**src/hw/rtl/mqtt_publish_packet_framer_assert.svh**
```systemverilog
// assertion macros for the mqtt publish framer
// expects clk and rst_n in the scope of the use
`ifndef MQTT_PUBLISH_PACKET_FRAMER_ASSERT_SVH
`define MQTT_PUBLISH_PACKET_FRAMER_ASSERT_SVH

// checked only while out of reset
`define MQTTPF_ASSERT(lbl, prop, msg) \
  lbl: assert property (@(posedge clk) disable iff (!rst_n) prop) else $error(msg);

// checked on every edge, reset included
`define MQTTPF_ASSERT_ALWAYS(lbl, prop, msg) \
  lbl: assert property (@(posedge clk) prop) else $error(msg);

`endif

```
**src/hw/rtl/mqttpf_pkg.sv**
```systemverilog
// shared types and constants for the mqtt publish framer
// used by mqttpf_decode and mqtt_publish_packet_framer
package mqttpf_pkg;

  localparam int unsigned MAX_RES = 6;
  localparam int unsigned CNT_W   = $clog2(MAX_RES + 1);
  localparam int unsigned IDX_W   = $clog2(MAX_RES);

  localparam logic [7:0]  PKT_PUBLISH  = 8'h30;
  localparam logic [7:0]  PKT_PINGREQ  = 8'hC0;
  localparam logic [15:0] MIN_CAPACITY = 16'd256;
  localparam logic [15:0] MIN_PING_CAP = 16'd2;
  localparam logic [17:0] HDR_SLACK    = 18'd7;
  localparam logic [15:0] CAP_RESET    = 16'd1024;

  typedef enum logic [1:0] {
    CMD_START = 2'd0,
    CMD_DATA  = 2'd1,
    CMD_PING  = 2'd2
  } cmd_t;

  typedef enum logic [1:0] {
    ST_OK      = 2'd0,
    ST_ERR_CAP = 2'd1,
    ST_ERR_LEN = 2'd2
  } status_t;

  typedef struct packed {
    logic [7:0]  data;
    logic [1:0]  status;
    logic        last;
    logic [15:0] len;
  } ent_t;

  typedef struct packed {
    ent_t [MAX_RES-1:0] ent;
    logic [CNT_W-1:0]   count;
  } job_t;

  typedef struct packed {
    logic        open;
    logic [16:0] bytes_left;
    logic [15:0] total_len;
  } pstate_t;

endpackage

```
**src/hw/rtl/mqttpf_decode.sv**
```systemverilog
// turns one input beat plus packet state into its list of result bytes
// and the next packet state; depends on mqttpf_pkg
module mqttpf_decode (
  input  logic [1:0]         cmd,
  input  logic [15:0]        topic_len,
  input  logic [15:0]        msg_len,
  input  logic [7:0]         data_byte,
  input  logic [15:0]        cap,
  input  mqttpf_pkg::pstate_t st_i,
  output mqttpf_pkg::job_t    job_o,
  output mqttpf_pkg::pstate_t st_o
);
  import mqttpf_pkg::*;

  logic [16:0] sum;
  logic [17:0] need;
  logic        fits;
  logic [16:0] rem;
  logic [1:0]  nc;
  logic [7:0]  code0, code1, code2;
  logic [15:0] total;
  logic        empty;
  logic [16:0] bl;
  logic        fin;

  always_comb begin
    sum   = {1'b0, topic_len} + {1'b0, msg_len};
    need  = {1'b0, sum} + HDR_SLACK;
    fits  = need <= {2'b00, cap};
    rem   = sum + 17'd2;
    empty = sum == 17'd0;
    // continuation coded remaining length, at most three bytes here
    code0 = {rem[16:7] != 10'd0, rem[6:0]};
    code1 = {rem[16:14] != 3'd0, rem[13:7]};
    code2 = {5'd0, rem[16:14]};
    if (rem[16:7] == 10'd0) nc = 2'd1;
    else if (rem[16:14] == 3'd0) nc = 2'd2;
    else nc = 2'd3;
    total = 16'(sum + 17'(nc) + 17'd3);
    bl    = st_i.bytes_left - 17'(st_i.bytes_left != 17'd0);
    fin   = bl == 17'd0;

    job_o = '0;
    st_o  = st_i;
    unique case (cmd)
      CMD_START: begin
        if (!st_i.open) begin
          if (cap < MIN_CAPACITY) begin
            job_o.count  = CNT_W'(1);
            job_o.ent[0] = '{data: 8'h00, status: ST_ERR_CAP, last: 1'b1, len: 16'd0};
          end else if (!fits) begin
            job_o.count  = CNT_W'(1);
            job_o.ent[0] = '{data: 8'h00, status: ST_ERR_LEN, last: 1'b1, len: 16'd0};
          end else begin
            job_o.count = CNT_W'(nc) + CNT_W'(3);
            for (int k = 0; k < MAX_RES; k++) begin
              job_o.ent[k].len = total;
            end
            job_o.ent[0].data = PKT_PUBLISH;
            job_o.ent[1].data = code0;
            unique case (nc)
              2'd2: begin
                job_o.ent[2].data = code1;
                job_o.ent[3].data = topic_len[15:8];
                job_o.ent[4].data = topic_len[7:0];
                job_o.ent[4].last = empty;
              end
              2'd3: begin
                job_o.ent[2].data = code1;
                job_o.ent[3].data = code2;
                job_o.ent[4].data = topic_len[15:8];
                job_o.ent[5].data = topic_len[7:0];
                job_o.ent[5].last = empty;
              end
              default: begin
                job_o.ent[2].data = topic_len[15:8];
                job_o.ent[3].data = topic_len[7:0];
                job_o.ent[3].last = empty;
              end
            endcase
            if (!empty) begin
              st_o.open       = 1'b1;
              st_o.bytes_left = sum;
              st_o.total_len  = total;
            end
          end
        end
      end
      CMD_DATA: begin
        if (st_i.open) begin
          job_o.count  = CNT_W'(1);
          job_o.ent[0] = '{data: data_byte, status: ST_OK, last: fin, len: st_i.total_len};
          st_o.bytes_left = bl;
          if (fin) begin
            st_o.open      = 1'b0;
            st_o.total_len = 16'd0;
          end
        end
      end
      CMD_PING: begin
        if (!st_i.open) begin
          if (cap < MIN_PING_CAP) begin
            job_o.count  = CNT_W'(1);
            job_o.ent[0] = '{data: 8'h00, status: ST_ERR_CAP, last: 1'b1, len: 16'd0};
          end else begin
            job_o.count  = CNT_W'(2);
            job_o.ent[0] = '{data: PKT_PINGREQ, status: ST_OK, last: 1'b0, len: 16'd2};
            job_o.ent[1] = '{data: 8'h00, status: ST_OK, last: 1'b1, len: 16'd2};
          end
        end
      end
      default: ;
    endcase
  end

endmodule

```
**src/hw/rtl/mqtt_publish_packet_framer.sv**
```systemverilog
// channel | dir | handshake          | payload
// in_     | in  | in_valid/in_stall  | cmd, topic_len, msg_len, data_byte
// out_    | out | out_valid/out_stall| out_byte, status, last, packet_length
// cfg_    | in  | cfg_valid/cfg_ready| buffer capacity, 16 bits
//
// a data beat yields one result byte; a publish start yields 4 to 6 (one per
// header byte), a ping 2, an error 1, each holding the input while they drain;
// the output register drains one result per cycle unless out_stall holds it.
// rst_n is synchronous; reset empties the result list and output register and
// sets capacity to 1024. out_stall holds the output register and, once the
// result list is down to its last byte, the input too.
// top level of the mqtt publish framer; uses mqttpf_pkg, mqttpf_decode
// and the assertion macros in mqtt_publish_packet_framer_assert.svh
`include "mqtt_publish_packet_framer_assert.svh"

module mqtt_publish_packet_framer (
  input  logic        clk,
  input  logic        rst_n,
  input  logic        in_valid,
  output logic        in_stall,
  input  logic [1:0]  in_cmd,
  input  logic [15:0] in_topic_len,
  input  logic [15:0] in_msg_len,
  input  logic [7:0]  in_data_byte,
  output logic        out_valid,
  input  logic        out_stall,
  output logic [7:0]  out_byte,
  output logic [1:0]  out_status,
  output logic        out_last,
  output logic [15:0] out_packet_length,
  input  logic        cfg_valid,
  output logic        cfg_ready,
  input  logic [15:0] cfg_data
);
  import mqttpf_pkg::*;

  logic [15:0]      cap_r, cap_nxt;
  pstate_t          st_r, st_nxt, st_dec;
  job_t             job_r, job_nxt, job_dec;
  logic [CNT_W-1:0] cnt_r, cnt_nxt;
  logic [IDX_W-1:0] idx_r, idx_nxt;
  logic             out_valid_r, out_valid_nxt;
  ent_t             out_r, out_nxt;
  logic             emit;
  logic             accept;

  mqttpf_decode u_decode (
    .cmd         (in_cmd),
    .topic_len   (in_topic_len),
    .msg_len     (in_msg_len),
    .data_byte   (in_data_byte),
    .cap         (cap_r),
    .st_i        (st_r),
    .job_o       (job_dec),
    .st_o        (st_dec)
  );

  assign cfg_ready = 1'b1;
  assign emit      = (cnt_r != '0) && (!out_valid_r || !out_stall);
  // take a new beat once the list is empty or its last byte leaves now
  assign in_stall  = !((cnt_r == '0) || ((cnt_r == CNT_W'(1)) && emit));
  assign accept    = in_valid && !in_stall;

  always_comb begin
    cap_nxt       = cap_r;
    st_nxt        = st_r;
    job_nxt       = job_r;
    cnt_nxt       = cnt_r;
    idx_nxt       = idx_r;
    out_valid_nxt = out_valid_r;
    out_nxt       = out_r;
    if (cfg_valid && cfg_ready) cap_nxt = cfg_data;
    if (emit) begin
      out_valid_nxt = 1'b1;
      out_nxt       = job_r.ent[idx_r];
      cnt_nxt       = cnt_r - CNT_W'(1);
      idx_nxt       = idx_r + IDX_W'(1);
    end else if (!out_stall) begin
      out_valid_nxt = 1'b0;
    end
    if (accept) begin
      st_nxt  = st_dec;
      job_nxt = job_dec;
      cnt_nxt = job_dec.count;
      idx_nxt = '0;
    end
  end

  always_ff @(posedge clk) begin
    if (!rst_n) begin
      cap_r       <= CAP_RESET;
      st_r        <= '0;
      cnt_r       <= '0;
      idx_r       <= '0;
      out_valid_r <= 1'b0;
    end else begin
      cap_r       <= cap_nxt;
      st_r        <= st_nxt;
      cnt_r       <= cnt_nxt;
      idx_r       <= idx_nxt;
      out_valid_r <= out_valid_nxt;
    end
  end

  always_ff @(posedge clk) begin
    job_r <= job_nxt;
    out_r <= out_nxt;
  end

  assign out_valid         = out_valid_r;
  assign out_byte          = out_r.data;
  assign out_status        = out_r.status;
  assign out_last          = out_r.last;
  assign out_packet_length = out_r.len;

  `MQTTPF_ASSERT(a_open_has_bytes, st_r.open |-> (st_r.bytes_left != 17'd0) && (st_r.total_len != 16'd0), "open packet without pending bytes or length")
  `MQTTPF_ASSERT(a_err_shape, (out_valid_r && (out_r.status != ST_OK)) |-> (out_r.last && (out_r.len == 16'd0) && (out_r.data == 8'h00)), "malformed error result")
  `MQTTPF_ASSERT(a_list_bound, (cnt_r != '0) |-> ((32'(idx_r) + 32'(cnt_r)) <= MAX_RES), "result list index runs past its end")

endmodule
```
**config.mk**
```make
export PLATFORM = sky130hd
export DESIGN_NAME = mqtt_publish_packet_framer
export DESIGN_NICKNAME = d
export VERILOG_FILES = /design/src/hw/rtl/mqttpf_pkg.sv /design/src/hw/rtl/mqttpf_decode.sv /design/src/hw/rtl/mqtt_publish_packet_framer.sv
export VERILOG_INCLUDE_DIRS = /design/src /design/src/hw/rtl
export SDC_FILE = /design/constraint.sdc
export NUM_CORES = 1
export LEC_CHECK = 0
export BUFFER_PORTS_ARGS = -buffer_cell sky130_fd_sc_hd__buf_4
export CAP_MARGIN = 20
export CORE_MARGIN = 2
export CORE_UTILIZATION = 40
export DETAILED_ROUTE_END_ITERATION = 6
export PLACE_DENSITY = 0.61
export SLEW_MARGIN = 20
export SYNTH_ARGS = -nofsm -noshare
export SYNTH_HDL_FRONTEND = slang
export SYNTH_HIERARCHICAL = 1
export SYNTH_SLANG_ARGS = --single-unit
```
**constraint.sdc**
```tcl
create_clock -name clk -period 5.35 [get_ports clk]
set_input_delay 0.535 -clock clk [delete_from_list [all_inputs] [get_ports clk]]
set_output_delay 0.535 -clock clk [all_outputs]
set_load 0.005 [all_outputs]
```
==> results of run 1 <==
metrics by stage:
step	setup TNS, ns	power (mW)
after detailed placement	-15.51	5.65
after global routing	0	7.84
after floorplan	0	4.70
after CTS	0	7.43
after global placement	-19.30	5.60
final	0	7.43
path summary, 6_finish.rpt:
check / from / end / slack [ns]
worst max-delay path: st_r[24] / st_r[5] / 0.17
worst min-delay path: cfg_data[10] / cap_r[10] / 0.23
worst max register to register: st_r[24] / st_r[5] / 0.17
worst min register to register: st_r[4] / st_r[4] / 0.48
worst register-to-register path, delay by kind of cell, from the launching register on:
kind / cells / cell delay, ns
DFF: 1 / 0.40
AOI/OAI and AO/OA: 5 / 0.72
adders and majority gates: 2 / 0.52
buffers and inverters: 1 / 0.17
and+or+nand+nor: 12 / 3.25
registers in the layout, indices dropped and copies added, names as in the netlist:
signal	cells
st_r	34
out_valid	1
out_last	1
out_packet_length	16
job_r	162
idx_r	3
out_byte	8
out_status	2
cnt_r	3
cap_r	16
cell families after synthesis:
logic type,count (synthesis)
simple gates,413
compound gates,281
flops,246
buf+inv,207
mux,84
xor+xnor,61
fa+ha+maj,49
other cells,2
synthesized netlist by cell type (15+ instances only):
| library cell | count | area, sq um |
|---|---|---|
| edfxtp_1 | 189 | 5680 |
| nand2_1 | 132 | 495 |
| nor2_1 | 103 | 387 |
| a21oi_1 | 77 | 385 |
| inv_1 | 71 | 267 |
| buf_4 | 63 | 473 |
| dfxtp_1 | 57 | 1140 |
| mux2i_1 | 53 | 531 |
| ha_1 | 47 | 588 |
| xnor2_1 | 44 | 385 |
| a21o_1 | 43 | 323 |
| o21ai_0 | 37 | 185 |
| clkbuf_1 | 35 | 131 |
| nor3_1 | 32 | 160 |
| nand3_1 | 30 | 150 |
| o22ai_1 | 27 | 169 |
| buf_2 | 24 | 120 |
| mux4_2 | 21 | 473 |
| nand4_1 | 21 | 131 |
| and3_1 | 17 | 106 |
| xor2_1 | 15 | 131 |
repair_timing:
item / 4_1_cts / 5_1_grt
gates resized for setup: 0 / 13
endpoints found under the hold margin: 0 / 0
setup endpoints to repair: 0 / 41
hold buffers: 0 / 0
power groups by stage:
stage | sequential, mW | clock [mW] | combinational (mW)
floorplan | 2.94 | 0 | 1.76
global placement | 2.98 | 0 | 2.62
detailed placement | 3.00 | 0 | 2.65
CTS | 2.96 | 1.80 | 2.66
global route | 3.00 | 1.88 | 2.95
finish | 2.95 | 1.76 | 2.71
metal layers:
layer / track usage / up-vias / share of wire / routed length [microns]
li1: - / 5167 / - / -
met1: 0.278 / 5334 / 0.44 / 17000
met2: 0.364 / 333 / 0.49 / 18900
met3: 0.0313 / 47 / 0.055 / 2130
met4: 0.0492 / 0 / 0.018 / 686
met5: 0 / - / 0 / 0
layout by cell type, fill, tap and decap left out, types with 30 or more instances in the layout:
cell | netlist | final
buf_4 | 63 | 245
edfxtp_1 | 189 | 189
nand2_1 | 132 | 132
nor2_1 | 103 | 102
a21oi_1 | 77 | 74
inv_1 | 71 | 71
dfxtp_1 | 57 | 56
mux2i_1 | 53 | 53
ha_1 | 47 | 47
a21o_1 | 43 | 43
xnor2_1 | 44 | 40
o21ai_0 | 37 | 37
nor3_1 | 32 | 32
nand3_1 | 30 | 30
final cells by class:
| type | instances | area (sq um) |
|---|---|---|
| Fill cell | 3268 | 18400 |
| Sequential cell | 246 | 6820 |
| Multi-Input combinational cell | 902 | 6480 |
| Timing Repair Buffer | 253 | 2010 |
| Clock buffer | 29 | 683 |
| Tap cell | 461 | 577 |
| Inverter | 74 | 283 |
| Clock inverter | 19 | 151 |
| Antenna cell | 2 | 5.00 |
==> run_results.csv, run 1 <==
group,metric,value,unit
placed_design,dpl-instance-area,0.0161,sq mm
synthesis,synth_xor_area_frac,0.0384,
detailed_routing,wirelength,38.7,mm
clock_tree,htree_levels,1,
placed_design,port_buffers,91,
sta,worst_clock_skew,0.0149,ns
critical_path,crit_path_max_fanout,12,
sta,finalCritPeriodShare,0.969,
synthesis,synthSimpleGateAreaFrac,0.142,
synthesis,synth_top_family_by_area,"simple AND/OR/NAND/NOR gates",
final_layout,finish.utilization,0.480,
detailed_routing,drt_iter0_markers,643,
placed_design,dp_hpwl,28.6,mm
sta,max_freq,193,MHz
sta,hold_slack,0.232,ns
synthesis,yosysUniqueCellTypes,88,
sta,min_period,5.18,ns
min_path,hold_depth,3,
clock_tree,cts-root-buf,"clkbuf_16",
synthesis,synth_edf_count,189,
synthesis,syn_inst,1343,
floorplanning,die_h,193,microns
critical_path,end_kind,"register",
critical_path,max_stage_delay,0.55,ns
critical_path,worstRegToRegCells,20,
synthesis,synth_seq_cells,246,
power,p_clk_frac,0.237,
clock_tree,clockBufferDepth,3,
power,power_leakage,6.74,nW
sta,rsz0062_at_grt,"no",
sta,maxSlewViolCount,0,
critical_path,worstPathArrival,5.58,ns
sta,fin_ws,0.168,ns
clock_tree,postCtsSetupBuffers,0,
placed_design,dp_slack,-0.372,ns
floorplanning,io_pins,93,
floorplanning,start_util,0.404,
grt,antenna_found_initial,1,
final_layout,drive_above_1_share,0.242,
detailed_routing,via_per_inst,5.48,
clock_tree,worstSkewPairLatency,0.54,ns
grt,grt-ovfl-total,0,
min_path,hold_path_class,"in -> reg",
detailed_routing,final_antenna_net_count,0,
critical_path,crit_path_frequent_cell,"or3_1",
power,vdd_drop_max,296,uV
synthesis,async_flop_share,0,
clock_tree,cts_tree,"done",
critical_path,cp_slowest_cell,"nor3_1",
power,p_per_area,437,mW/mm^2
placed_design,gp_congestion,0.946,
critical_path,cp.required,5.75,ns
run_status,status,"completed",
clock_tree,clock-sinks,246,
synthesis,syn-cell-area,0.0143,sq mm
detailed_routing,drc,0,
clock_tree,numCtsBuffers,27,
critical_path,path_buf_inv,1,
detailed_routing,route.vias.total,10900,
sta,hold_viol,0,
synthesis,yosys_warnings,6,
final_layout,postLayoutCellArea,0.0170,sq mm
power,switching_power,2.49,mW
critical_path,worstSetupStartpointType,"register",
critical_path,critPathTopFamily,"simple AND/OR/NAND/NOR gates",
detailed_routing,drtPass1Iterations,5,
floorplanning,die_x,193,microns
synthesis,yosysSeqAreaShare,0.477,
final_layout,area_growth_syn_to_layout,19.0,%
power,seqPwrFrac,0.397,
power,combPwrFrac,0.365,
clock_tree,clk_pin_slew,0.06,ns
critical_path,path_depth,20,
power,internal_power,4.94,mW
synthesis,synth_fa_ha_area_frac,0.0440,
power,swShare,0.335,
grt,grt_max_degree,100,
final_layout,instances_no_fill,1986,
flow_run,cap_viol_max_count,0,
grt,grt_pass1_wl,60.3,mm
sta,report.final.setup_viol,0,
sta,relSlewSlack,0.237,
floorplanning,die_area,0.0373,sq mm
detailed_routing,wl_per_cell,19.5,microns
sta,tightest_slew,1.12,ns
grt,grt_usage,0.210,
placed_design,dp_cells,1935,
synthesis,synth-compound-area-share,0.134,
floorplanning,core_region_area,0.0354,sq mm
grt,grt_pass1_vias,10600,
critical_path,critical_path_class,"reg -> reg",
synthesis,synth.area.mux_share,0.0844,
synthesis,synthFlopType,"edfxtp_1",
floorplanning,rows,69,
final_layout,nets,1616,
critical_path,cp_cell_sequence,"or3_1 > or3_1 > nor3_1 > nand2b_1 > nor2_1 > nand4_1 > ha_1 > ha_1 > and2_1 > nand2_1 > a21oi_1 > nor3_1 > o2111ai_1 > or3_1 > or2_0 > a21boi_1 > buf_12 > a21o_1 > nand2_1 > a21oi_1",
synthesis,synth.avg_cell_area,10.6,sq um
(Power assumes the default switching activity.)
==> run 2, diff against run 1 <==
--- a/config.mk
+++ b/config.mk
@@ -8,6 +8,7 @@
 export LEC_CHECK = 0
 export BUFFER_PORTS_ARGS = -buffer_cell sky130_fd_sc_hd__buf_4
 export CAP_MARGIN = 20
+export CORE_ASPECT_RATIO = 1.1
 export CORE_MARGIN = 2
 export CORE_UTILIZATION = 40
 export DETAILED_ROUTE_END_ITERATION = 6
@@ -17,3 +18,4 @@
 export SYNTH_HDL_FRONTEND = slang
 export SYNTH_HIERARCHICAL = 1
 export SYNTH_SLANG_ARGS = --single-unit
+export TNS_END_PERCENT = 100
==> run_results.csv, run 2 (same netlist as run 1, synthesis figures left out) <==
group,metric,value,unit
detailed_routing,wl_per_cell,18.8,microns
min_path,hold_path_class,"in -> reg",
final_layout,top_register,"job_r",
clock_tree,cts-root-buf,"clkbuf_16",
critical_path,end_kind,"register",
final_layout,drive_above_1_share,0.250,
sta,tightest_slew,1.09,ns
final_layout,largest_reg_flops,162,
run_status,status,"completed",
detailed_routing,route.vias.total,10800,
grt,grt-ovfl-total,0,
sta,hold_viol,0,
floorplanning,die_h,202,microns
power,vdd_drop_max,267,uV
flow_run,cap_viol_max_count,0,
clock_tree,clockBufferDepth,3,
critical_path,crit_path_max_fanout,5,
floorplanning,die_area,0.0373,sq mm
detailed_routing,final_antenna_net_count,0,
floorplanning,die_x,184,microns
placed_design,port_buffers,91,
clock_tree,htree_levels,1,
final_layout,finish.utilization,0.486,
critical_path,cp_cell_sequence,"buf_4 > ha_1 > inv_1 > fa_1 > nand2b_2 > a211oi_4 > o31a_1 > and3_4 > nand4_4 > or4_1 > a21o_1 > a221oi_4 > and2_4 > ha_1 > inv_1 > ha_2 > fa_2 > nand4_1 > nor4_2 > xnor2_1 > nor3_2 > buf_4 > a21o_1",
sta,maxSlewViolCount,0,
sta,max_freq,195,MHz
critical_path,worstPathArrival,5.41,ns
floorplanning,rows,72,
critical_path,worstSetupStartpointType,"input port",
floorplanning,io_pins,93,
grt,grt_pass1_vias,10500,
sta,worst_clock_skew,0.00877,ns
grt,grt_max_degree,118,
grt,grt_usage,0.206,
critical_path,path_buf_inv,4,
detailed_routing,drc,0,
clock_tree,cts_tree,"done",
grt,antenna_found_initial,0,
critical_path,critPathTopFamily,"simple AND/OR/NAND/NOR gates",
final_layout,area_growth_syn_to_layout,19.8,%
final_layout,nets,1633,
detailed_routing,wirelength,38.0,mm
detailed_routing,drtPass1Iterations,6,
final_layout,final_common_cell,"buf_4",
sta,report.final.setup_viol,0,
final_layout,layout_common_cells,"buf_4 (266), edfxtp_1 (189), nand2_1 (132)",
placed_design,dp_hpwl,28.3,mm
clock_tree,numCtsBuffers,26,
critical_path,critical_path_class,"in -> reg",
floorplanning,core_region_area,0.0352,sq mm
detailed_routing,via_per_inst,5.32,
power,p_per_area,433,mW/mm^2
placed_design,dp_cells,1973,
sta,finalCritPeriodShare,0.958,
sta,min_period,5.13,ns
clock_tree,clk_pin_slew,0.06,ns
clock_tree,clock-sinks,246,
floorplanning,start_util,0.406,
sta,relSlewSlack,0.273,
critical_path,max_stage_delay,0.49,ns
placed_design,gp_congestion,0.960,
critical_path,cp.required,5.63,ns
clock_tree,worstSkewPairLatency,0.53,ns
grt,grt_pass1_wl,59.3,mm
final_layout,top_regs,"job_r x162, st_r x34",
power,power_leakage,6.80,nW
critical_path,cp_slowest_cell,"or4_1",
detailed_routing,drt_iter0_markers,778,
final_layout,instances_no_fill,2023,
==> run 2: cell types whose count changed in the layout (fill, tap and decap cells not counted), sizes merged <==
cell      before  now
buf          253  271
bufinv         2    1
clkbuf        29   33
clkinv        15   13
clkinvlp       0    1
diode          2    1
inv           76   74
==> run 2: final timing paths <==
path                                 startpoint        end  slack, ns  cells after the start
worst max register to register         st_r[25]    st_r[5]       0.58                     20
worst min register to register          st_r[8]    st_r[8]       0.47                      2
worst min-delay path               cfg_data[10]  cap_r[10]       0.23                      3
worst max-delay path            in_topic_len[0]  job_r[18]       0.22                     23
==> run 2: final cells by class <==
| cell class | count | area [sq um] |
|---|---|---|
| Timing Repair Buffer | 271 | 2100 |
| Clock buffer | 33 | 738 |
| Sequential cell | 246 | 6820 |
| Tap cell | 481 | 602 |
| Clock inverter | 15 | 109 |
| Antenna cell | 1 | 2.50 |
| Fill cell | 3231 | 18100 |
| Multi-Input combinational cell | 902 | 6460 |
| Inverter | 74 | 283 |
==> run 2: repair_timing <==
action | CTS | global route
resized for setup | 0 | 11
setup buffers | 0 | 0
setup endpoints to repair | 0 | 18
hold buffers | 0 | 0
==> run 2: tightest hold or removal path: cells and delay by family <==
family	cells	cell delay [ns]
buffers and inverters	1	0.08
multiplexers	1	0.05
AND/OR/NAND/NOR	1	0.05
==> run 2: layer usage <==
metal / part of all wire / vias to the layer above / track usage
met5: 0 / - / 0
met4: 0.029 / 0 / 0.0631
met3: 0.039 / 62 / 0.0236
met2: 0.49 / 243 / 0.352
met1: 0.45 / 5232 / 0.273
li1: - / 5217 / -
==> run 2: metrics by stage <==
stage          worst slack (ns)  TNS (ns)  hold slack (ns)  power [mW]  area, sq um
6_report                  0.222         0            0.226        7.41        17100
5_1_grt                -0.00637  -0.00637            0.215        7.82        17100
4_1_cts                   0.248         0            0.211        7.44        17000
3_5_place_dp             -0.263     -9.43            0.465        5.67        16200
3_3_place_gp             -0.133     -1.67            0.455        5.61        16200
2_1_floorplan            0.0322         0            0.435        4.70        14400
==> run 2: report_power, final <==
part,leakage [nW],total [mW],switching (mW),internal [mW]
combinational,4.08,2.70,1.51,1.19
sequential,2.31,2.95,0.195,2.75
clock,0.418,1.76,0.737,1.03
total,6.80,7.41,2.45,4.96
==> run 3, diff against run 2 <==
--- a/config.mk
+++ b/config.mk
@@ -6,6 +6,7 @@
 export SDC_FILE = /design/constraint.sdc
 export NUM_CORES = 1
 export LEC_CHECK = 0
+export ABC_AREA = 1
 export BUFFER_PORTS_ARGS = -buffer_cell sky130_fd_sc_hd__buf_4
 export CAP_MARGIN = 20
 export CORE_ASPECT_RATIO = 1.1
==> run_results.csv, run 3 <==
group,metric,value,unit
synthesis,syn-cell-area,0.0148,sq mm
floorplanning,die_x,187,microns
synthesis,synth_top_family_by_area,"simple AND/OR/NAND/NOR gates",
synthesis,yosys_warnings,6,
final_layout,finish.utilization,0.458,
clock_tree,clockBufferDepth,3,
critical_path,path_depth,31,
placed_design,dp_slack,-0.147,ns
clock_tree,cts-root-buf,"clkbuf_16",
placed_design,gp_congestion,0.974,
placed_design,port_buffers,91,
synthesis,yosysTopAreaCell,"edfxtp_1",
detailed_routing,final_antenna_net_count,0,
floorplanning,io_pins,93,
power,power_leakage,7.29,nW
final_layout,largest_reg_flops,162,
synthesis,async_flop_share,0,
synthesis,yosysTopAreaCellShare,0.383,
synthesis,synth.avg_cell_area,8.05,sq um
sta,max_freq,203,MHz
placed_design,dp_hpwl,27.1,mm
synthesis,yosysUniqueCellTypes,51,
min_path,hold_path_class,"in -> reg",
grt,grt_max_degree,136,
synthesis,synth_seq_cells,246,
synthesis,yosysMostFrequentCell,"nand2_1",
critical_path,cp_slowest_cell,"fa_1",
sta,min_period,4.93,ns
synthesis,synth.area.mux_share,0,
clock_tree,htree_levels,1,
critical_path,end_kind,"register",
critical_path,crit_path_frequent_cell,"nand2_1",
critical_path,max_stage_delay,0.42,ns
clock_tree,numCtsBuffers,27,
grt,grt_pass1_wl,62.1,mm
critical_path,critPathTopFamily,"simple AND/OR/NAND/NOR gates",
critical_path,path_buf_inv,7,
power,p_per_area,483,mW/mm^2
floorplanning,die_h,206,microns
grt,antenna_found_initial,0,
synthesis,synth_fa_ha_area_frac,0.0424,
clock_tree,hold_buffers,0,
grt,grt_pass1_vias,11700,
sta,hold_viol,0,
sta,maxSlewViolCount,0,
final_layout,nets,2020,
floorplanning,core_region_area,0.0364,sq mm
synthesis,synth_xor_area_frac,0.0289,
synthesis,synth-compound-area-share,0.102,
critical_path,r2r_start,"st_r[27]",
sta,tightest_slew,0.924,ns
detailed_routing,drtPass1Iterations,7,
sta,finalSetupTns,0,ns
grt,grt-ovfl-total,0,
detailed_routing,drc,0,
synthesis,syn_inst,1841,
critical_path,worstRegToRegCells,22,
critical_path,cp.required,5.68,ns
sta,report.final.setup_viol,0,
flow_run,cap_viol_max_count,0,
critical_path,worstSetupStartpointType,"input port",
synthesis,synthFlopType,"edfxtp_1",
sta,rsz0062_at_grt,"no",
detailed_routing,drt_iter0_markers,934,
clock_tree,clk_pin_slew,0.06,ns
synthesis,synthSimpleGateAreaFrac,0.260,
min_path,hold_depth,3,
floorplanning,start_util,0.408,
sta,worst_clock_skew,0.0179,ns
detailed_routing,wl_per_cell,15.9,microns
detailed_routing,via_per_inst,5.08,
clock_tree,worstSkewPairLatency,0.53,ns
critical_path,crit_path_max_fanout,26,
critical_path,worstPathArrival,5.27,ns
final_layout,final_common_cell,"nand2_1",
synthesis,synth_area_leaders,"edfxtp_1 (38%), nand2_1 (9.5%), nor2_1 (8.5%)",
critical_path,crit_path_start,"in_topic_len[0]",
final_layout,drive_above_1_share,0.131,
critical_path,critical_path_class,"in -> reg",
run_status,status,"completed",
detailed_routing,wirelength,38.5,mm
power,vdd_drop_max,323,uV
clock_tree,cts_tree,"done",
synthesis,yosysSeqAreaShare,0.460,
clock_tree,clock-sinks,246,
sta,fin_ws,0.416,ns
detailed_routing,route.vias.total,12300,
synthesis,synth_edf_count,189,
synthesis,synth_common_cells,"nand2_1 (375), nor2_1 (337), edfxtp_1 (189), o21ai_0 (167), inv_1 (161)",
min_path,hold_path_startpoint,"cfg_data[10]",
floorplanning,die_area,0.0386,sq mm
final_layout,top_register,"job_r",
sta,relSlewSlack,0.384,
floorplanning,rows,73,
final_layout,top_regs,"job_r x162, st_r x34",
sta,finalCritPeriodShare,0.922,
grt,grt_usage,0.200,
final_layout,n_antenna_cell,0,
final_layout,area_growth_syn_to_layout,12.4,%
final_layout,layout_common_cells,"nand2_1 (375), nor2_1 (335), edfxtp_1 (189)",
## run 3: changes by cell type after synthesis, sizes merged, moves of 47 or more
| cell | before | now |
|---|---|---|
| nand2 | 132 | 394 |
| nor2 | 105 | 348 |
| o21ai | 39 | 222 |
| inv | 72 | 173 |
| nand3 | 30 | 119 |
| mux2i | 53 | 0 |
| a21oi | 78 | 31 |
## run 3: path summary, 6_finish.rpt
kind | endpoint | slack, ns
min | cap_r[10] | 0.23
max reg2reg | st_r[2] | 1.44
max | job_r[137] | 0.42
min reg2reg | st_r[4] | 0.48
## run 3: worst reg2reg max path, stage by stage (launching register included)
cell     delay (ns)
dfxtp_1        0.37
nor2_1         0.21
nand3_1        0.10
nor2_1         0.17
nand3_1        0.11
ha_1           0.22
ha_1           0.22
nand2_1        0.14
nor2_1         0.11
nand2_1        0.09
nor2_1         0.05
inv_1          0.09
nand2_1        0.09
nor2_1         0.09
nand2_1        0.07
nor4_1         0.40
nand4_1        0.18
a21oi_1        0.40
nand2_1        0.32
nand2_1        0.13
nand2_1        0.05
o21ai_0        0.17
nor2_1         0.05
## run 3: per-stage QoR
| step | total power, mW | hold slack (ns) | area, sq um | cells |
|---|---|---|---|---|
| final | 8.04 | 0.233 | 16600 | 2415 |
| after global placement | 6.19 | 0.464 | 15700 | 2363 |
| after CTS | 8.09 | 0.214 | 16600 | 2412 |
| after detailed placement | 6.26 | 0.484 | 15700 | 2363 |
| after global routing | 8.66 | 0.231 | 16600 | 2415 |
| after floorplan | 5.33 | 0.451 | 14900 | 1853 |
## run 3: timing repair
item / 4_1_cts / 5_1_grt
endpoints found under the setup margin: 0 / 16
setup buffers: 0 / 3
gates resized for setup: 0 / 3
## run 3: power breakdown
part / leakage (nW) / switching, mW / internal, mW
registers: 2.31 / 0.216 / 2.87
logic: 4.56 / 2.11 / 1.03
clock network: 0.422 / 0.731 / 1.10
## run 3: logic make-up (layout without fill, tap and decap cells)
family                   after synthesis  count (layout)
buffers and inverters                307             382
flip-flops                           246             246
other                                  2              14
AND/OR/NAND/NOR                      903             903
adder cells (fa/ha/maj)               49              49
XOR/XNOR                              48              48
AO/OA/AOI/OAI                        286             286
## run 3: per-layer routing
layer	GRT usage	wire (microns)	vias up
li1	-	-	6133
met1	0.269	17400	5756
met2	0.343	18400	319
met3	0.0215	1770	72
met4	0.0537	978	0
met5	0	0	-
## run 3: area by class of cell
class / instances / area, sq um
Fill cell: 3636 / 19700
Sequential cell: 246 / 6820
Multi-Input combinational cell: 1300 / 6490
Timing Repair Buffer: 156 / 1190
Clock buffer: 36 / 729
Inverter: 177 / 672
Tap cell: 487 / 609
Clock inverter: 13 / 141
